## config.mk

```make
export PLATFORM = sky130hd
export DESIGN_NAME = dpb_regs
export DESIGN_NICKNAME = d
export VERILOG_FILES = /design/src/dpb_pkg.sv /design/src/dpb_regs.sv
export SDC_FILE = /design/constraint.sdc
export NUM_CORES = 1
export LEC_CHECK = 0
export BUFFER_PORTS_ARGS = -buffer_cell sky130_fd_sc_hd__buf_2
export CORE_UTILIZATION = 30
export DETAILED_ROUTE_END_ITERATION = 10
export PLACE_DENSITY = 0.56
export SYNTH_ARGS = -nofsm -noshare
export SYNTH_HDL_FRONTEND = slang
export SYNTH_SLANG_ARGS = --single-unit
```

## constraint.sdc

```tcl
create_clock -name clk -period 2.9 [get_ports clk]
set_input_delay 0 -clock clk [delete_from_list [all_inputs] [get_ports clk]]
set_output_delay 0 -clock clk [all_outputs]
set_load 0.02 [all_outputs]
```

## src/dpb_pkg.sv

```systemverilog
`timescale 1ns / 1ps
// Shared widths, reset values, register codes and pipeline control types
// for the depth-to-point back-projection block. Depends on nothing.
package dpb_pkg;

	localparam int DepthW  = 16;
	localparam int CoordW  = 12;
	localparam int CenterW = 16;
	localparam int InvW    = 25;
	localparam int PointW  = 32;
	localparam int MagW    = CoordW + 4;
	localparam int MdW     = MagW + DepthW;
	localparam int ProdW   = MdW + InvW;

	localparam int InDataW  = 40;
	localparam int OutDataW = 80;
	localparam int ApbAddrW = 4;
	localparam int ApbDataW = 32;

	localparam int DefMaxSide     = 4096;
	localparam int DefInvFracBits = 24;

	localparam logic [CenterW-1:0] CenterXReset = 16'd5120;
	localparam logic [CenterW-1:0] CenterYReset = 16'd3840;
	localparam logic [InvW-1:0]    InvFxReset   = 25'd33554;
	localparam logic [InvW-1:0]    InvFyReset   = 25'd33554;

	typedef enum logic [1:0] {
		REG_CENTER_X = 2'd0,
		REG_CENTER_Y = 2'd1,
		REG_INV_FX   = 2'd2,
		REG_INV_FY   = 2'd3
	} reg_idx_t;

	// Load enables for the four pipeline stages.
	typedef struct packed {
		logic s1;
		logic s2;
		logic s3;
		logic s4;
	} stage_en_t;

	typedef struct packed {
		logic [CenterW-1:0] ppx;
		logic [CenterW-1:0] ppy;
		logic [InvW-1:0]    inv_fx;
		logic [InvW-1:0]    inv_fy;
	} cam_cfg_t;

endpackage

```

## src/dpb_regs.sv

```systemverilog
`timescale 1ns / 1ps
// APB register file holding the camera intrinsics.
// Depends on dpb_pkg.
module dpb_regs (
	input  logic                         clk,
	input  logic                         arst_n,
	input  logic                         psel,
	input  logic                         penable,
	input  logic                         pwrite,
	input  logic [dpb_pkg::ApbAddrW-1:0] paddr,
	input  logic [dpb_pkg::ApbDataW-1:0] pwdata,
	output logic [dpb_pkg::ApbDataW-1:0] prdata,
	output logic                         pready,
	output dpb_pkg::cam_cfg_t            cfg
);
	import dpb_pkg::*;

	cam_cfg_t cfg_q;
	reg_idx_t idx;
	logic     wr_en;

	assign idx    = reg_idx_t'(paddr[3:2]);
	assign pready = 1'b1;
	assign wr_en  = psel & penable & pwrite;
	assign cfg    = cfg_q;

	always_ff @(posedge clk or negedge arst_n) begin
		if (!arst_n) begin
			cfg_q.ppx    <= CenterXReset;
			cfg_q.ppy    <= CenterYReset;
			cfg_q.inv_fx <= InvFxReset;
			cfg_q.inv_fy <= InvFyReset;
		end else if (wr_en) begin
			case (idx)
				REG_CENTER_X: cfg_q.ppx    <= pwdata[CenterW-1:0];
				REG_CENTER_Y: cfg_q.ppy    <= pwdata[CenterW-1:0];
				REG_INV_FX:   cfg_q.inv_fx <= pwdata[InvW-1:0];
				REG_INV_FY:   cfg_q.inv_fy <= pwdata[InvW-1:0];
				default: ;
			endcase
		end
	end

	always_comb begin
		case (idx)
			REG_CENTER_X: prdata = ApbDataW'(cfg_q.ppx);
			REG_CENTER_Y: prdata = ApbDataW'(cfg_q.ppy);
			REG_INV_FX:   prdata = ApbDataW'(cfg_q.inv_fx);
			REG_INV_FY:   prdata = ApbDataW'(cfg_q.inv_fy);
			default:      prdata = '0;
		endcase
	end

endmodule

```

==> results.yml <==
run_status:
  status: "completed"
worst_setup_path:
  crit_path_max_fanout: 25
  rr_startpoint: "cfg[30]$_DFFE_PN0P_"
  cp.arrival_ns: 1.43
  r2r_slack_ns: 2.11
  crit_required_ns: 2.90
  reg2reg_to: "cfg[30]$_DFFE_PN0P_"
  r2r_cells: 1
  critPathLaunchType: "input port"
  end_kind: "primary output"
  worstSetupEndpoint: "prdata[11]"
  worstSetupPathType: "in -> out"
  cp-startpoint: "paddr[2]"
synthesis:
  syn_area_um2: 3770
  synth_cells: 229
  avgSynthCellArea_um2: 16.4
  synth_fa_ha_area_frac: 0
  synth.ff_latch_count: 82
  synth-xor-area-share: 0
  yosys.area_share.simple: 0.0256
  synth.area.mux_share: 0.378
  synth_top_family_by_area: "multiplexers"
  synth-compound-area-share: 0
  seq_area_frac_synth: 0.550
  yosysUniqueCellTypes: 21
  yosys_warnings: 0
floorplan:
  rows: 40
  die_h_um: 114
  core-area_um2: 12100
  io_pins: 156
  die-area_um2: 13000
  die_width_um: 114
  initial_core_util: 0.311
pwr:
  p_per_area_nw_per_um2: 814
  total_power_mw: 4.19
  p_leak_nw: 2.49
  vdd_drop_max_v: 0.000597
cells_and_area:
  antenna_cells: 0
  nNetsFinal: 434
  final_cell_mix: "137 x buf_2, 72 x mux2_2, 66 x dfrtp_1"
  drive_above_1_share: 0.683
  areaGrowthSynthToFinish_pct: 36.7
  final_cells: 566
  design_area_um2: 5150
  final_common_cell: "buf_2"
  final_util: 0.425
  largest_reg_flops: 82
place:
  hpwl_um: 6220
  dp.cells: 524
  gp_congestion: 0.710
  placed_area_um2: 4580
  portBuffers: 138
grt:
  antenna_found_initial: 0
  grt_max_degree: 83
  grtUsageTotal: 0.151
  grt_pass1_vias: 2609
  overflow: 0
  grt_pass1_wl_um: 14500
clock_network:
  cts_max_path_buffers: 2
  tritoncts: "yes"
  htree_levels: 3
  clk_latency_ns: 0.33
  cts_setup_buffers: 0
  numCtsBuffers: 9
  root_buffer: "clkbuf_16"
  cts.clk_slew.worst_paths_ns: 0.06
  cts_sinks: 82
sta:
  rsz0062_at_grt: "false"
  finalCritPeriodShare: 0.492
  hold_viol: 0
  fin_crit_ns: 1.43
  max_freq_ghz: 0.701
  max_slew_margin: 0.248
  setup_violations: 0
  finClkSkew_ns: 0
  worstMarginPinSlew_ns: 1.13
  tns_ns: 0
  drv_slew: 0
route:
  drt_pass1_iterations: 3
  drt_iter0_drc: 69
  drt-total-wl_um: 9450
  via_per_inst: 4.52
  drc: 0
  vias: 2558
  routedWlPerCell_um: 16.7
  ant_nets: 0
worst_hold_path:
  hp-class: "in -> reg"
flow_run:
  maxCapViolations: 0
-- how the worst min path moves through the flow --
stage	slack, ns	from	cells after the start	endpoint
6_report	0.15	paddr[3]	3	cfg[69]$_DFFE_PN0P_
5_1_grt	0.14	paddr[3]	3	cfg[68]$_DFFE_PN0P_
3_3_place_gp	0.24	arst_n	1	cfg[62]$_DFFE_PN0P_
2_1_floorplan	-0.30	arst_n	0	cfg[0]$_DFFE_PN0P_
4_1_cts	0.14	paddr[3]	3	cfg[69]$_DFFE_PN0P_
3_5_place_dp	0.25	arst_n	1	cfg[12]$_DFFE_PN0P_
-- cells in the mapped netlist --
library cell	instances	area [µm²]
buf_1	1	3.75
nor2b_1	9	56.3
inv_2	1	3.75
nand3_1	1	5.00
buf_6	5	56.3
mux4_2	13	293
nor3_2	1	10.0
nor2_2	1	6.26
mux2_2	72	811
or2_1	1	6.26
buf_2	5	25.0
mux2_4	10	150
or3_1	1	6.26
mux4_1	3	78.8
conb_1	2	7.51
dfrtp_1	66	1650
buf_4	10	75.1
dfstp_2	16	420
nand4_1	1	6.26
mux2i_1	9	90.1
clkbuf_1	1	3.75
-- power breakdown --
part | internal [mW] | leakage (nW) | switching [mW]
logic | 0.596 | 1.36 | 0.755
registers | 1.45 | 0.977 | 0.199
clock network | 0.749 | 0.152 | 0.439
total | 2.80 | 2.49 | 1.39
-- area by class of cell --
type,instances,area (µm²)
clock buffer,10,229
clock inverter,6,82.6
fill,1178,6960
inverter,1,3.75
multi-input combinational,130,1560
sequential,82,2070
tap,168,210
timing repair buffer,169,991
-- timing repair --
| action | in CTS | in global routing |
|---|---|---|
| hold buffers | 26 | 0 |
| hold endpoints to repair | 148 | 0 |
| setup endpoints to repair | 0 | 0 |
| resized for setup | 0 | 0 |
-- stage by stage --
stage	hold slack (ns)	worst slack (ns)
2_1_floorplan	-0.296	1.67
3_3_place_gp	0.239	1.14
3_5_place_dp	0.249	1.10
4_1_cts	0.138	1.45
5_1_grt	0.142	1.38
6_report	0.147	1.47
-- critical path, cell delays in order --
cell	delay, ns
buf_2	0.17
buf_4	0.48
mux4_1	0.60
buf_2	0.17
-- cell families after synthesis --
kind of cell | Yosys count
other | 2
DFF | 82
and+or+nand+nor | 15
buffers and inverters | 23
muxes | 107
-- metal layers --
metal  vias to the layer above  share of wire  GRT usage
met5                         -              0          0
met4                         0          0.015     0.0571
met3                         9          0.032     0.0345
met2                        62           0.54      0.261
met1                      1343           0.42      0.183
li1                       1144              -          -
(Power assumes the default switching activity.)
