## src/dpb_pkg.sv

```systemverilog
`timescale 1ns / 1ps
// Shared widths, reset values, register codes and pipeline control types
// for the depth-to-point back-projection block. Depends on nothing.
package dpb_pkg;

	localparam int DepthW  = 16;
	localparam int CoordW  = 12;
	localparam int CenterW = 16;
	localparam int InvW    = 25;
	localparam int PointW  = 32;
	localparam int MagW    = CoordW + 4;
	localparam int MdW     = MagW + DepthW;
	localparam int ProdW   = MdW + InvW;

	localparam int InDataW  = 40;
	localparam int OutDataW = 80;
	localparam int ApbAddrW = 4;
	localparam int ApbDataW = 32;

	localparam int DefMaxSide     = 4096;
	localparam int DefInvFracBits = 24;

	localparam logic [CenterW-1:0] CenterXReset = 16'd5120;
	localparam logic [CenterW-1:0] CenterYReset = 16'd3840;
	localparam logic [InvW-1:0]    InvFxReset   = 25'd33554;
	localparam logic [InvW-1:0]    InvFyReset   = 25'd33554;

	typedef enum logic [1:0] {
		REG_CENTER_X = 2'd0,
		REG_CENTER_Y = 2'd1,
		REG_INV_FX   = 2'd2,
		REG_INV_FY   = 2'd3
	} reg_idx_t;

	// Load enables for the four pipeline stages.
	typedef struct packed {
		logic s1;
		logic s2;
		logic s3;
		logic s4;
	} stage_en_t;

	typedef struct packed {
		logic [CenterW-1:0] ppx;
		logic [CenterW-1:0] ppy;
		logic [InvW-1:0]    inv_fx;
		logic [InvW-1:0]    inv_fy;
	} cam_cfg_t;

endpackage

```

## src/dpb_lane.sv

```systemverilog
`timescale 1ns / 1ps
// One axis of the back-projection: offset from center, two multiplies,
// round and saturate over four stages. Depends on dpb_pkg.
module dpb_lane #(
	parameter int MAX_SIDE      = dpb_pkg::DefMaxSide,
	parameter int INV_FRAC_BITS = dpb_pkg::DefInvFracBits
) (
	input  logic                         clk,
	input  dpb_pkg::stage_en_t           en,
	input  logic [dpb_pkg::CoordW-1:0]   coord,
	input  logic [dpb_pkg::CenterW-1:0]  center,
	input  logic [dpb_pkg::DepthW-1:0]   depth_s1,
	input  logic [dpb_pkg::InvW-1:0]     inv,
	output logic [dpb_pkg::PointW-1:0]   point_s4
);
	import dpb_pkg::*;

	localparam int SumW = ProdW + 1;
	localparam logic [MagW:0]    SideMax = (MagW+1)'(MAX_SIDE - 1);
	localparam logic [SumW-1:0]  RoundHalf = SumW'(1) << (INV_FRAC_BITS - 1);
	localparam logic [SumW-1:0]  PosLimit  = SumW'(32'h7FFF_FFFF);
	localparam logic [SumW-1:0]  NegLimit  = SumW'(32'h8000_0000);

	logic [CoordW-1:0] coord_c;
	logic [MagW-1:0]   pos;
	logic              neg;
	logic [MagW-1:0]   mag;
	logic [SumW-1:0]   sum;
	logic [SumW-1:0]   rnd;
	logic [PointW-1:0] rsat;
	logic [PointW-1:0] point_d;

	logic [MagW-1:0]  mag_s1;
	logic             neg_s1, neg_s2, neg_s3;
	logic [MdW-1:0]   md_s2;
	logic [ProdW-1:0] prod_s3;

	always_comb begin
		coord_c = ((MagW+1)'(coord) > SideMax) ? SideMax[CoordW-1:0] : coord;
		pos     = {coord_c, 4'b0000};
		neg     = pos < center;
		mag     = neg ? (center - pos) : (pos - center);
	end

	always_comb begin
		sum = {1'b0, prod_s3} + RoundHalf;
		rnd = sum >> INV_FRAC_BITS;
		if (neg_s3) begin
			rsat    = (rnd > NegLimit) ? NegLimit[PointW-1:0] : rnd[PointW-1:0];
			point_d = PointW'(0) - rsat;
		end else begin
			rsat    = (rnd > PosLimit) ? PosLimit[PointW-1:0] : rnd[PointW-1:0];
			point_d = rsat;
		end
	end

	always_ff @(posedge clk) begin
		if (en.s1) begin
			mag_s1 <= mag;
			neg_s1 <= neg;
		end
		if (en.s2) begin
			md_s2  <= mag_s1 * depth_s1;
			neg_s2 <= neg_s1;
		end
		if (en.s3) begin
			prod_s3 <= md_s2 * inv;
			neg_s3  <= neg_s2;
		end
		if (en.s4) begin
			point_s4 <= point_d;
		end
	end

endmodule

```

## config.mk

```make
export PLATFORM = sky130hd
export DESIGN_NAME = dpb_lane
export DESIGN_NICKNAME = d
export VERILOG_FILES = /design/src/dpb_pkg.sv /design/src/dpb_lane.sv
export SDC_FILE = /design/constraint.sdc
export NUM_CORES = 2
export LEC_CHECK = 0
export BUFFER_PORTS_ARGS = -buffer_cell sky130_fd_sc_hd__buf_4
export CORE_MARGIN = 1.5
export CORE_UTILIZATION = 50
export DETAILED_ROUTE_END_ITERATION = 8
export GPL_TIMING_DRIVEN = 0
export PLACE_DENSITY = 0.69
export SLEW_MARGIN = 20
export SYNTH_ARGS = -nofsm -noshare
export SYNTH_HDL_FRONTEND = slang
export SYNTH_SLANG_ARGS = --single-unit
```

## constraint.sdc

```tcl
create_clock -name clk -period 6.75 [get_ports clk]
set_input_delay 0.3375 -clock clk [delete_from_list [all_inputs] [get_ports clk]]
set_output_delay 0.3375 -clock clk [all_outputs]
set_load 0.02 [all_outputs]
```

==> flow_summary.ini <==
[min_path]
hp-class = in -> reg
worstHoldStart = center[0]

[synthesis]
yosys_warnings = 0
synthCells = 4358
synth_area_per_cell_um2 = 9.156
syn_area_um2 = 39900
syn_nets = 5631
synth-seq-area-share = 0.08805
synth_edf_count = 117
async_reset_ff_frac = 0
synth-seq-cells = 117
synth_cell_types = 78
ys.flop_type = edfxtp_1

[grt]
grt_pass1_vias = 32740
grt_util_met2 = 0.4901
globalRouteOverflowTotal = 0
track_usage = 0.3143
grt_use_met3 = 0.08644
busiest_layer = met2
grt_pass1_wl_mm = 191.0
grt_antenna_before_repair = 15
grt_max_degree = 36
grt_use_met1 = 0.3968

[clock_tree]
cts_tree = yes
postCtsHoldBufs = 0
cts.sinks = 117
cts-root-buf = clkbuf_16
cts_made_buffers = 17
clk_path_buf_depth = 2
h-tree-depth = 4
clkTransAtPathRegs_ns = 0.06
clkLatencyLatePin_ns = 0.50

[route]
via_per_inst = 5.551
dr_total_vias = 31760
wl_per_cell_um = 22.03
drt_iter0_drc = 2682
drt-pass1-iter-count = 5
detail-route-antenna-nets = 0
drt-total-wl_mm = 126.1
drc = 0

[placement]
port_buffers = 105
dp.cells = 5513
dp_hpwl_mm = 101.0
globalplace.congestion = 0.9963

[cells_and_area]
areaGrowthSynthToFinish_pct = 14.41
nFillCells = 6858
fin_cells = 5721
utilization = 0.5779
nets = 5929
drive_gt1_frac = 0.1377
final-seq-area_um2 = 3513
multi_input_area_um2 = 32920

[sta]
fmax_mhz = 141.5
worst_slew_pin_slew_ns = 1.030
period_share = 1.047
fin_ws_ns = -0.3197
fin_worst_skew_ns = 0.02042
grt_setup_unrepaired = yes
hold_violations = 0
finalMaxSlewViolations = 0
slew_headroom = 0.3134
setup_viol = 19
fin_crit_ns = 7.070

[critical_path]
rrSetupSlack_ns = -0.29
path_common_cell = fa_2
path_depth = 25
r2r_cells = 24
critPathRequiredTime_ns = 6.98
crit_type = in -> reg
crit_start = inv[9]
worstSetupEndpoint = prod_s3[46]
path_max_fanout = 10
cp_num_buf_inv = 7
slowest_stage = clkbuf_1
critical-path-top-delay-family = adder cells
timing.rr.start = md_s2[30]
startpoint_type = input port
worst_path_largest_cell_delay_ns = 0.69
endpoint_kind = flop
timing.rr.end = prod_s3[46]
cp.arrival_ns = 7.30

[floorplan]
core_um2 = 79000
die_w_um = 285.5
dieArea_um2 = 81510
rows = 103
fp.dieH_um = 285.5
io_pins = 106
start_util = 0.5051

[job]
max_cap_viol_count = 0

[run_status]
violations = negative setup slack
run_status = finished with violations
==> registers in the layout, summed over array words and instances, names as in the netlist <==
| signal | count |
|---|---|
| mag_s1 | 16 |
| md_s2 | 32 |
| neg_s1 | 1 |
| neg_s2 | 1 |
| neg_s3 | 1 |
| point_s4 | 32 |
| prod_s3 | 34 |
==> per-stage QoR <==
| stage | instance area, µm² | setup slack, ns | setup TNS, ns | hold WS [ns] |
|---|---|---|---|---|
| final | 45650 | -0.3197 | -2.746 | 0.05597 |
| after global routing | 45650 | -0.4292 | -4.928 | 0.05327 |
| after CTS | 44720 | -0.2426 | -1.371 | 0.03612 |
| after detailed placement | 42010 | -2.346 | -56.74 | 0.4740 |
| after global placement | 42010 | -2.330 | -55.79 | 0.4853 |
| after floorplan | 39910 | 0.004690 | 0 | 0.4003 |
==> worst register-to-register path, delay by kind of cell, from the launching register on <==
| family | cells | cell delay, ns |
|---|---|---|
| adders and majority gates | 8 | 3.78 |
| AOI/OAI and AO/OA | 6 | 1.02 |
| and+or+nand+nor | 3 | 0.67 |
| buffers and inverters | 6 | 0.61 |
| DFF | 1 | 0.55 |
| xor gates and xnor gates | 1 | 0.16 |
==> layout make-up <==
cell class / instances / area share
tap: 1050 / 0.02878
antenna: 2 / 0.0001096
inverter: 964 / 0.07926
multi-input combinational: 3069 / 0.7210
clock buffer: 17 / 0.009318
timing repair buffer: 285 / 0.05013
sequential: 117 / 0.07696
clock inverter: 15 / 0.003371
buffer: 202 / 0.03108
==> cell usage after synthesis (all sizes together), types with 10 or more instances <==
cell type / number / area share
a211oi: 12 / 0.0023
xnor2: 65 / 0.014
nand4: 27 / 0.0047
nor3: 34 / 0.0043
a21oi: 96 / 0.012
fa: 881 / 0.44
nor2: 84 / 0.0080
a21o: 35 / 0.0066
mux2i: 17 / 0.0043
nor4: 11 / 0.0024
o211ai: 10 / 0.0019
buf: 17 / 0.0022
ha: 318 / 0.10
and2: 519 / 0.081
a31oi: 14 / 0.0022
edfxtp: 117 / 0.088
xor2: 45 / 0.0099
or3: 10 / 0.0016
o21bai: 10 / 0.0019
inv: 964 / 0.091
nand2: 633 / 0.060
a22oi: 10 / 0.0019
clkbuf: 191 / 0.018
and3: 14 / 0.0022
o21ai: 61 / 0.0079
nand3: 45 / 0.0056
o21a: 10 / 0.0019
==> logic make-up (layout without fill, tap and decap cells) <==
kind of cell,after synthesis,count (layout),synth area share
other cells,0,2,0
buf+inv,1172,1483,0.1108
fa+ha+maj,1199,1199,0.5417
flops,117,117,0.08805
compound gates,311,311,0.05049
mux,20,20,0.005111
simple gates,1429,1429,0.1797
xor+xnor,110,110,0.02414
==> repair_timing <==
action	4_1_cts	5_1_grt
cloned	2	1
buffers inserted	126	56
endpoints found under the setup margin	43	33
gates resized for setup	330	189
pin swaps	91	94
==> worst min-delay path by stage <==
stage,end,cells after the start
2_1_floorplan,neg_s2,0
3_3_place_gp,neg_s2,0
3_5_place_dp,neg_s2,0
4_1_cts,mag_s1[0],1
5_1_grt,mag_s1[0],1
6_report,mag_s1[0],1
==> layer usage <==
metal  wire [µm]  up-vias
met5         110        -
met4        8079       18
met3       14530      399
met2       56570     1708
met1       46750    15950
li1            -    13680
==> placed cells by master (no fill, tap or decap), types with 14 or more instances in the layout <==
cell type / n
ha_1: 294
and2_1: 505
inv_2: 21
clkbuf_4: 14
a21o_1: 35
clkbuf_8: 22
edfxtp_1: 117
nand2_1: 627
clkbuf_16: 23
and2_4: 14
xnor2_1: 63
o21ai_0: 46
clkbuf_1: 98
inv_1: 943
nor2_1: 76
fa_1: 824
a21oi_1: 76
and3_1: 14
clkbuf_2: 21
nand4_1: 24
mux2i_1: 17
nor3_1: 31
nand3_1: 43
fa_2: 57
buf_6: 36
ha_4: 18
xor2_1: 39
buf_4: 262
Power is not shown: default switching activity piles up to over one toggle a cycle in this logic, so the estimate is an artifact.
